<file path="config.mk">
export PLATFORM = sky130hd
export DESIGN_NAME = circle_table_hit_select
export DESIGN_NICKNAME = d
export VERILOG_FILES = /design/src/cths_pkg.sv /design/src/cths_hit_unit.sv /design/src/circle_table_hit_select.sv
export SDC_FILE = /design/constraint.sdc
export NUM_CORES = 2
export LEC_CHECK = 0
export CAP_MARGIN = 20
export CORE_ASPECT_RATIO = 0.5
export CORE_MARGIN = 5
export CORE_UTILIZATION = 47
export DETAILED_ROUTE_END_ITERATION = 8
export DONT_BUFFER_PORTS = 1
export GPL_TIMING_DRIVEN = 1
export RECOVER_POWER = 100
export SETUP_SLACK_MARGIN = 0.5
export SLEW_MARGIN = 20
export SYNTH_ARGS = -nofsm -noshare
export SYNTH_HDL_FRONTEND = slang
export SYNTH_SLANG_ARGS = --single-unit
</file>
<file path="constraint.sdc">
create_clock -name clock -period 9.22 [get_ports clock]
set_clock_uncertainty 0.15 [all_clocks]
set_input_delay 0 -clock clock [delete_from_list [all_inputs] [get_ports clock]]
set_output_delay 0 -clock clock [all_outputs]
set_load 0.02 [all_outputs]
</file>
<file path="src/cths_pkg.sv">
`timescale 1ns / 1ps
// ----------------------------------------------------------------------------
// cths_pkg
// Shared types and constants for the circle table hit select block.
// ----------------------------------------------------------------------------
package cths_pkg;

   localparam int CAPACITY_DEFAULT   = 128;
   localparam int COORD_BITS_DEFAULT = 10;

   localparam int CMD_BITS    = 2;
   localparam int POINT_BITS  = 10;
   localparam int COLOR_BITS  = 8;
   localparam int RADIUS_BITS = 9;
   localparam int INDEX_BITS  = 7;
   localparam int COUNT_BITS  = 8;

   localparam logic [RADIUS_BITS-1:0] RADIUS_RESET = 9'd50;

   localparam logic [CMD_BITS-1:0] CMD_SELECT   = 2'd0;
   localparam logic [CMD_BITS-1:0] CMD_DESELECT = 2'd1;
   localparam logic [CMD_BITS-1:0] CMD_MOVE     = 2'd2;

   typedef struct packed {
      logic valid;
      logic last;
   } scan_tag_type;

endpackage

</file>
<file path="src/cths_hit_unit.sv">
`timescale 1ns / 1ps
// ----------------------------------------------------------------------------
// cths_hit_unit
// Three stage point in circle test, one stored circle per cycle.
// ----------------------------------------------------------------------------
module cths_hit_unit
   import cths_pkg::*;
#(
   parameter int COORD_BITS = COORD_BITS_DEFAULT,
   parameter int IDX_BITS   = 7
) (
   input  logic                  clock,
   input  logic                  reset,
   input  logic                  flush,
   input  scan_tag_type          in_tag,
   input  logic [IDX_BITS-1:0]   in_idx,
   input  logic [COORD_BITS-1:0] point_x,
   input  logic [COORD_BITS-1:0] point_y,
   input  logic [COORD_BITS-1:0] center_x,
   input  logic [COORD_BITS-1:0] center_y,
   input  logic [RADIUS_BITS-1:0] radius,
   output scan_tag_type          out_tag,
   output logic [IDX_BITS-1:0]   out_idx,
   output logic                  out_hit
);

   localparam int SQ_BITS  = 2 * COORD_BITS;
   localparam int SUM_BITS = SQ_BITS + 1;
   localparam int R2_BITS  = 2 * RADIUS_BITS;
   localparam int CMP_BITS = (SUM_BITS > R2_BITS) ? SUM_BITS : R2_BITS;

   scan_tag_type          tag1_ff, tag2_ff, tag3_ff;
   logic [IDX_BITS-1:0]   idx1_ff, idx2_ff, idx3_ff;
   logic [COORD_BITS-1:0] dx_ff, dy_ff, dx_in, dy_in;
   logic [RADIUS_BITS-1:0] r_ff;
   logic [SQ_BITS-1:0]    dx2_ff, dy2_ff;
   logic [R2_BITS-1:0]    r2_ff;
   logic                  hit_ff;
   logic [SUM_BITS-1:0]   sum;
   logic                  hit_in;

   always_comb begin
      dx_in  = (point_x >= center_x) ? point_x - center_x : center_x - point_x;
      dy_in  = (point_y >= center_y) ? point_y - center_y : center_y - point_y;
      sum    = SUM_BITS'(dx2_ff) + SUM_BITS'(dy2_ff);
      hit_in = CMP_BITS'(sum) <= CMP_BITS'(r2_ff);
   end

   always_ff @(posedge clock) begin
      if (reset || flush) begin
         tag1_ff <= '0;
         tag2_ff <= '0;
         tag3_ff <= '0;
      end else begin
         tag1_ff <= in_tag;
         tag2_ff <= tag1_ff;
         tag3_ff <= tag2_ff;
      end
   end

   always_ff @(posedge clock) begin
      idx1_ff <= in_idx;
      dx_ff   <= dx_in;
      dy_ff   <= dy_in;
      r_ff    <= radius;
      idx2_ff <= idx1_ff;
      dx2_ff  <= SQ_BITS'(dx_ff) * SQ_BITS'(dx_ff);
      dy2_ff  <= SQ_BITS'(dy_ff) * SQ_BITS'(dy_ff);
      r2_ff   <= R2_BITS'(r_ff) * R2_BITS'(r_ff);
      idx3_ff <= idx2_ff;
      hit_ff  <= hit_in;
   end

   assign out_tag = tag3_ff;
   assign out_idx = idx3_ff;
   assign out_hit = hit_ff;

endmodule

</file>
<file path="src/circle_table_hit_select.sv">
`timescale 1ns / 1ps
// ----------------------------------------------------------------------------
// circle_table_hit_select
// Circle table with first-hit selection, append on miss and move of the
// selected circle.
// ----------------------------------------------------------------------------
//  channel  direction  transaction
//  req_     in         command in tuser, point and colour in tdata
//  rsp_     out        selection, added, full flags and stored count
//  csr_     in         radius for newly added circles
//
//  A select posts its response once the scan finds a hit or has tested the
//  last stored circle (no scan with an empty table): the circle memory read
//  and the three stage hit unit scan one circle per cycle, stopping at the
//  first hit. Deselect, move and unused commands post theirs without a scan.
//  No request is taken while a transaction is in progress; a stalled
//  response holds until taken. Reset clears the count and the selection.
// ----------------------------------------------------------------------------
module circle_table_hit_select
   import cths_pkg::*;
#(
   parameter int CAPACITY   = CAPACITY_DEFAULT,
   parameter int COORD_BITS = COORD_BITS_DEFAULT
) (
   input  logic                   clock,
   input  logic                   reset,
   input  logic                   req_tvalid,
   output logic                   req_tready,
   // point_x[9:0], point_y[19:10], color_red[27:20], color_green[35:28],
   // color_blue[43:36], zero[47:44]
   input  logic [47:0]            req_tdata,
   // command[1:0]
   input  logic [CMD_BITS-1:0]    req_tuser,
   output logic                   rsp_tvalid,
   input  logic                   rsp_tready,
   // selection_valid[0], selection_index[7:1], circle_added[8],
   // table_full[9], stored_count[17:10], zero[23:18]
   output logic [23:0]            rsp_tdata,
   input  logic                   csr_wr_en,
   input  logic [RADIUS_BITS-1:0] csr_wr_data
);

   localparam int IDX_BITS = (CAPACITY > 1) ? $clog2(CAPACITY) : 1;
   localparam int CNT_BITS = $clog2(CAPACITY + 1);

   localparam logic [2:0] ST_IDLE   = 3'd0;
   localparam logic [2:0] ST_SCAN   = 3'd1;
   localparam logic [2:0] ST_DRAIN  = 3'd2;
   localparam logic [2:0] ST_FINISH = 3'd3;

   logic [2:0]              state_ff, state_in;
   logic [CMD_BITS-1:0]     cmd_ff, cmd_in;
   logic [COORD_BITS-1:0]   px_ff, px_in, py_ff, py_in;
   logic [3*COLOR_BITS-1:0] color_ff, color_in;
   logic                    hit_ff, hit_in;
   logic [IDX_BITS-1:0]     hit_idx_ff, hit_idx_in;
   logic [IDX_BITS-1:0]     scan_ff, scan_in;
   logic [CNT_BITS-1:0]     total_ff, total_in;
   logic                    sel_flag_ff, sel_flag_in;
   logic [IDX_BITS-1:0]     sel_ff, sel_in;
   logic [RADIUS_BITS-1:0]  radius_ff;
   logic                    rsp_valid_ff, rsp_valid_in;
   logic [23:0]             rsp_data_ff, rsp_data_in;

   logic [COORD_BITS-1:0]   cx_mem [CAPACITY];
   logic [COORD_BITS-1:0]   cy_mem [CAPACITY];
   logic [RADIUS_BITS-1:0]  r_mem [CAPACITY];
   logic [3*COLOR_BITS-1:0] color_mem [CAPACITY];

   logic [COORD_BITS-1:0]   rd_x_ff, rd_y_ff;
   logic [RADIUS_BITS-1:0]  rd_r_ff;
   logic [IDX_BITS-1:0]     rd_idx_ff;
   scan_tag_type            rd_tag_ff, rd_tag_in;

   logic                    wr_xy, wr_add;
   logic [IDX_BITS-1:0]     wr_addr;
   logic                    issue, found, flush, rsp_free;
   logic                    added, full;
   scan_tag_type            out_tag;
   logic [IDX_BITS-1:0]     out_idx;
   logic                    out_hit;
   logic [COORD_BITS+POINT_BITS-1:0] px_ext, py_ext;
   logic [CNT_BITS+COUNT_BITS-1:0]   count_ext;
   logic [IDX_BITS+INDEX_BITS-1:0]   index_ext;

   assign req_tready = (state_ff == ST_IDLE);
   assign rsp_tvalid = rsp_valid_ff;
   assign rsp_tdata  = rsp_data_ff;
   assign rsp_free   = !rsp_valid_ff || rsp_tready;

   assign found = out_tag.valid && (out_hit || out_tag.last);
   assign issue = (state_ff == ST_SCAN) && !found;
   assign flush = ((state_ff == ST_SCAN) || (state_ff == ST_DRAIN)) && found;

   always_comb begin
      px_ext = {{COORD_BITS{1'b0}}, req_tdata[9:0]};
      py_ext = {{COORD_BITS{1'b0}}, req_tdata[19:10]};
      rd_tag_in.valid = issue;
      rd_tag_in.last  = (CNT_BITS'(scan_ff) == total_ff - CNT_BITS'(1));
   end

   always_comb begin
      state_in     = state_ff;
      cmd_in       = cmd_ff;
      px_in        = px_ff;
      py_in        = py_ff;
      color_in     = color_ff;
      hit_in       = hit_ff;
      hit_idx_in   = hit_idx_ff;
      scan_in      = scan_ff;
      total_in     = total_ff;
      sel_flag_in  = sel_flag_ff;
      sel_in       = sel_ff;
      rsp_valid_in = rsp_valid_ff && !rsp_tready;
      rsp_data_in  = rsp_data_ff;
      wr_xy        = 1'b0;
      wr_add       = 1'b0;
      wr_addr      = total_ff[IDX_BITS-1:0];
      added        = 1'b0;
      full         = 1'b0;
      count_ext    = '0;
      index_ext    = '0;
      unique case (state_ff)
         ST_IDLE: begin
            if (req_tvalid) begin
               cmd_in   = req_tuser;
               px_in    = px_ext[COORD_BITS-1:0];
               py_in    = py_ext[COORD_BITS-1:0];
               color_in = {req_tdata[27:20], req_tdata[35:28], req_tdata[43:36]};
               hit_in   = 1'b0;
               scan_in  = '0;
               if (req_tuser == CMD_SELECT && total_ff != '0) begin
                  state_in = ST_SCAN;
               end else begin
                  state_in = ST_FINISH;
               end
            end
         end
         ST_SCAN, ST_DRAIN: begin
            if (found) begin
               hit_in     = out_hit;
               hit_idx_in = out_idx;
               state_in   = ST_FINISH;
            end else if (issue) begin
               scan_in = scan_ff + IDX_BITS'(1);
               if (rd_tag_in.last) begin
                  state_in = ST_DRAIN;
               end
            end
         end
         ST_FINISH: begin
            if (rsp_free) begin
               case (cmd_ff)
                  CMD_SELECT: begin
                     if (hit_ff) begin
                        sel_flag_in = 1'b1;
                        sel_in      = hit_idx_ff;
                     end else if (total_ff < CNT_BITS'(CAPACITY)) begin
                        wr_add   = 1'b1;
                        added    = 1'b1;
                        total_in = total_ff + CNT_BITS'(1);
                     end else begin
                        full = 1'b1;
                     end
                  end
                  CMD_DESELECT: begin
                     sel_flag_in = 1'b0;
                     sel_in      = '0;
                  end
                  CMD_MOVE: begin
                     wr_xy   = sel_flag_ff;
                     wr_addr = sel_ff;
                  end
                  default: begin
                  end
               endcase
               count_ext    = {{COUNT_BITS{1'b0}}, total_in};
               index_ext    = {{INDEX_BITS{1'b0}}, sel_in};
               rsp_valid_in = 1'b1;
               rsp_data_in  = {6'd0, count_ext[COUNT_BITS-1:0], full, added,
                               sel_flag_in ? index_ext[INDEX_BITS-1:0] : 7'd0,
                               sel_flag_in};
               state_in     = ST_IDLE;
            end
         end
         default: begin
            state_in = ST_IDLE;
         end
      endcase
   end

   always_ff @(posedge clock) begin
      if (reset) begin
         state_ff     <= ST_IDLE;
         total_ff     <= '0;
         sel_flag_ff  <= 1'b0;
         sel_ff       <= '0;
         radius_ff    <= RADIUS_RESET;
         rsp_valid_ff <= 1'b0;
         rd_tag_ff    <= '0;
      end else begin
         state_ff     <= state_in;
         total_ff     <= total_in;
         sel_flag_ff  <= sel_flag_in;
         sel_ff       <= sel_in;
         rsp_valid_ff <= rsp_valid_in;
         rd_tag_ff    <= flush ? '0 : rd_tag_in;
         if (csr_wr_en) begin
            radius_ff <= csr_wr_data;
         end
      end
   end

   always_ff @(posedge clock) begin
      cmd_ff      <= cmd_in;
      px_ff       <= px_in;
      py_ff       <= py_in;
      color_ff    <= color_in;
      hit_ff      <= hit_in;
      hit_idx_ff  <= hit_idx_in;
      scan_ff     <= scan_in;
      rsp_data_ff <= rsp_data_in;
   end

   always_ff @(posedge clock) begin
      if (wr_add || wr_xy) begin
         cx_mem[wr_addr] <= px_ff;
         cy_mem[wr_addr] <= py_ff;
      end
      if (wr_add) begin
         r_mem[wr_addr]     <= radius_ff;
         color_mem[wr_addr] <= color_ff;
      end
      rd_x_ff   <= cx_mem[scan_ff];
      rd_y_ff   <= cy_mem[scan_ff];
      rd_r_ff   <= r_mem[scan_ff];
      rd_idx_ff <= scan_ff;
   end

   cths_hit_unit #(
      .COORD_BITS (COORD_BITS),
      .IDX_BITS   (IDX_BITS)
   ) u_hit (
      .clock    (clock),
      .reset    (reset),
      .flush    (flush),
      .in_tag   (rd_tag_ff),
      .in_idx   (rd_idx_ff),
      .point_x  (px_ff),
      .point_y  (py_ff),
      .center_x (rd_x_ff),
      .center_y (rd_y_ff),
      .radius   (rd_r_ff),
      .out_tag  (out_tag),
      .out_idx  (out_idx),
      .out_hit  (out_hit)
   );

   a_idle_empty: assert property (@(posedge clock) disable iff (reset)
      (state_ff == ST_IDLE) |-> (!rd_tag_ff.valid && !out_tag.valid))
      else $error("scan pipeline not empty while idle");

   a_total_cap: assert property (@(posedge clock) disable iff (reset)
      total_ff <= CNT_BITS'(CAPACITY))
      else $error("stored count beyond capacity");

   a_sel_stored: assert property (@(posedge clock) disable iff (reset)
      sel_flag_ff |-> (CNT_BITS'(sel_ff) < total_ff))
      else $error("selection points past stored circles");

   a_rsp_on_finish: assert property (@(posedge clock) disable iff (reset)
      ((state_ff == ST_FINISH) && rsp_free) |=> (rsp_valid_ff && state_ff == ST_IDLE))
      else $error("finish did not post a response");

endmodule
</file>
==> run_results.csv <==
group,metric,value,unit
run_status,status,"complete, but fails checks",
run_status,failed_checks,"max-capacitance violations, max-slew violations",
power,p_seq_frac,0.327,
detailed_routing,via_per_inst,5.94,
timing,fin_crit_sh,0.778,
detailed_routing,drt_iter0_markers,8245,
clocking,clkTransAtPathRegs,70,ps
detailed_routing,firstDrtPassIters,8,
clocking,post_cts_resize_count,0,
layout,fin_util,0.526,
critical_path,reg2reg_depth,11,
timing,final_hold_viol_count,0,
floorplan,num_io_pins,90,
logic_synthesis,synthDistinctLibCells,66,
detailed_routing,drc_errors,0,
critical_path,startpoint_type,"register",
global_route,grt_pass1_vias,73900,
critical_path,worstSetupEndpointType,"register",
logic_synthesis,synth_commonest_cells,"edfxtp_1 (3,767), mux4_2 (1,216), nor2_1 (353)",
timing,setup_violations,0,
placement,place_congestion,0.798,
clocking,cts_setup_buffers,0,
critical_path,crit_arrival,7470,ps
critical_path,r2r-start,"state_ff[0]",
detailed_routing,ant_nets,0,
logic_synthesis,netlist.area_leader.share,0.714,
power,switching_share,0.356,
layout,drive_gt1_frac,0.245,
global_route,grt_use_total,0.220,
floorplan,start_util,0.473,
floorplan,die_area,349000,um2
global_route,grt_pass1_wl,550000,um
detailed_routing,dr.max_layer_used,"met5",
critical_path,cp-endpoint,"cx_mem[55][7]",
power,pwr-share-comb,0.457,
clocking,cts_hold_buf,81,
clocking,cts_buffer_depth,4,
placement,dp_hpwl,225000,um
clocking,numClockSinks,3945,
logic_synthesis,seq_area_frac_synth,0.737,
timing,tightest_slew,5580,ps
layout,layoutNonFillerInstCount,12400,
floorplan,rows,150,
logic_synthesis,post-synth-top-count-cell,"edfxtp_1",
global_route,grt-ovfl-total,0,
power,power_density,377,nW/um2
placement,placedCellCount,11600,
timing,slew_viol_final,4802,
power,irDropWorstVdd,0.846,mV
logic_synthesis,syn_inst,7252,
critical_path,criticalPathCategory,"reg2reg",
clocking,cts_htree_levels,5,
timing,finalSetupTns,0,ps
clocking,insertion_delay,910,ps
floorplan,fp.dieW,831,um
critical_path,regToRegEndpoint,"cx_mem[55][7]",
power,pwr-share-clk,0.216,
floorplan,coreArea,335000,um2
global_route,grt_max_degree,131,
logic_synthesis,synth_top_area_cell,"edfxtp_1",
clocking,cts-root-buf,"clkbuf_16",
floorplan,die_y,420,um
timing,fmax,139,MHz
logic_synthesis,syn_avg_cell_area,21.8,um2
clocking,cts_buffers,355,
clocking,cts_tree,"built",
layout,nets,8001,
critical_path,critical_path_required,9520,ps
critical_path,r2r_slack,2050,ps
detailed_routing,wl_met2,176000,um
critical_path,crit_path_max_fanout,32,
detailed_routing,vias,73500,
flow_run,cap_violations,118,
logic_synthesis,syn_area,158000,um2
detailed_routing,wl,383000,um
detailed_routing,wl_per_cell,31.0,um
power,p_leak,55.6,nW
logic_synthesis,synthFlopType,"edfxtp_1",
layout,area_growth,11.3,%
worst_hold_path,hp-class,"in2reg",
timing,rsz0062_at_grt,"false",
placement,port_buffers,0,
global_route,antenna_found_initial,25,
logic_synthesis,synth-async-reset-ratio,0,
timing,post-route-min-period,7170,ps
detailed_routing,wl_met3,33300,um
timing,max_slew_margin,-2.72,
detailed_routing,wl_met1,167000,um
power,p_sw,23.6,mW
critical_path,crit_start,"state_ff[0]",
logic_synthesis,synth-seq-cells,3945,
power,intPower,42.7,mW
logic_synthesis,synth_edf_count,3767,
logic_synthesis,ys_warn_count,0,
logic_synthesis,synthTopCellsByArea,"edfxtp_1 (71%), mux4_2 (17%), dfxtp_1 (2.3%), fa_1 (1.7%), ha_1 (1.7%)",
power by group through the flow:
| stage | logic, mW | clock network (mW) | registers, mW |
|---|---|---|---|
| after global routing | 33.6 | 15.5 | 21.7 |
| after global placement | 30.4 | 0 | 21.9 |
| after detailed placement | 30.4 | 0 | 21.9 |
| final | 30.3 | 14.4 | 21.7 |
| after floorplan | 21.9 | 0 | 22.0 |
| after CTS | 30.7 | 14.7 | 21.6 |
logic make-up (layout without fill, tap and decap cells):
kind of cell / after synthesis / after routing / synth area share
simple gates: 721 / 721 / 0.0209
flops: 3945 / 3945 / 0.737
mux: 1279 / 1279 / 0.177
compound gates: 247 / 247 / 0.0101
fa+ha+maj: 343 / 343 / 0.0334
other cells: 1 / 12 / 0.0000237
buf+inv: 606 / 1221 / 0.0152
xor+xnor: 110 / 110 / 0.00608
cell type report:
class | count | area [um2]
inverters | 246 | 923
repair buffers | 340 | 2500
fillers | 25900 | 159000
well taps | 4484 | 5610
multi-input cells | 2706 | 39500
diodes | 6 | 15.0
flip-flops and latches | 3945 | 117000
clock inverters | 180 | 1480
clock buffers | 455 | 9500
state kept, by name (all words and copies together), names as in the netlist, 9 cells and up:
signal	cells
rd_x_ff	10
cy_mem	1280
px_ff	10
u_hit.dx2_ff	19
rsp_tdata	18
u_hit.dy2_ff	19
u_hit.r2_ff	17
u_hit.dy_ff	10
py_ff	10
u_hit.dx_ff	10
u_hit.r_ff	9
rd_y_ff	10
cx_mem	1280
r_mem	1152
radius_ff	9
rd_r_ff	9
cell usage in the layout (no fill, tap or decap), types with 13 or more instances in the layout:
master	Yosys	routed
xor2_1	35	35
dlygate4sd3_1	0	83
and2_0	1	20
clkbuf_1	225	219
mux2_2	37	16
nand2b_1	23	23
edfxtp_1	3767	3767
mux4_2	1216	1216
ha_1	210	210
nor2_2	0	77
a21oi_1	68	68
dfxtp_1	178	178
bufinv_16	0	19
mux2_1	0	21
nor2_1	353	276
nand3_1	30	30
mux2i_1	24	24
xnor2_1	75	75
buf_12	0	20
nor3_1	17	17
a21o_1	23	23
inv_1	246	246
and2_1	105	85
nor2b_1	34	34
fa_1	133	133
clkbuf_16	0	363
o21ai_0	54	54
nand2_1	110	104
clkinv_2	0	52
buf_4	7	102
a211oi_1	13	13
clkinv_1	0	74
layer usage:
metal | up-vias | global-route usage
li1 | 30500 | -
met3 | 471 | 0.0448
met4 | 2 | 0.0438
met2 | 2740 | 0.335
met5 | - | 0
met1 | 39700 | 0.334
worst max-delay path, cell delays in order, from the launching register on:
cell and delay (ps):
dfxtp_1 380, ha_1 280, nand2_1 260, inv_1 110, clkbuf_1 1220, nand3_1 730, nand3_1 260, nand2_1 160
nand2_2 100, clkbuf_1 1640, nor2_1 670, clkbuf_1 690
through the flow:
| stage | setup slack [ps] | cell area, um2 | hold slack [ps] | power, mW |
|---|---|---|---|---|
| after global routing | 1740 | 176000 | 91.7 | 70.8 |
| after detailed placement | 3790 | 165000 | -81.1 | 52.4 |
| final | 2050 | 176000 | 112 | 66.3 |
| after floorplan | 4210 | 158000 | -51.1 | 43.9 |
| after CTS | 3790 | 177000 | 28.5 | 67.0 |
| after global placement | 3790 | 165000 | -83.6 | 52.3 |
worst min-delay path by stage:
stage,start,endpoint,slack (ps),depth (start not counted)
final,req_tdata[16],py_ff[6],110,2
after global routing,req_tdata[14],py_ff[4],90,2
after detailed placement,reset,radius_ff[0],-80,1
after global placement,reset,radius_ff[7],-80,1
after floorplan,req_tuser[0],cmd_ff[0],-50,0
after CTS,req_tdata[14],py_ff[4],30,2
No activity file was read; power rests on OpenSTA's default activity.
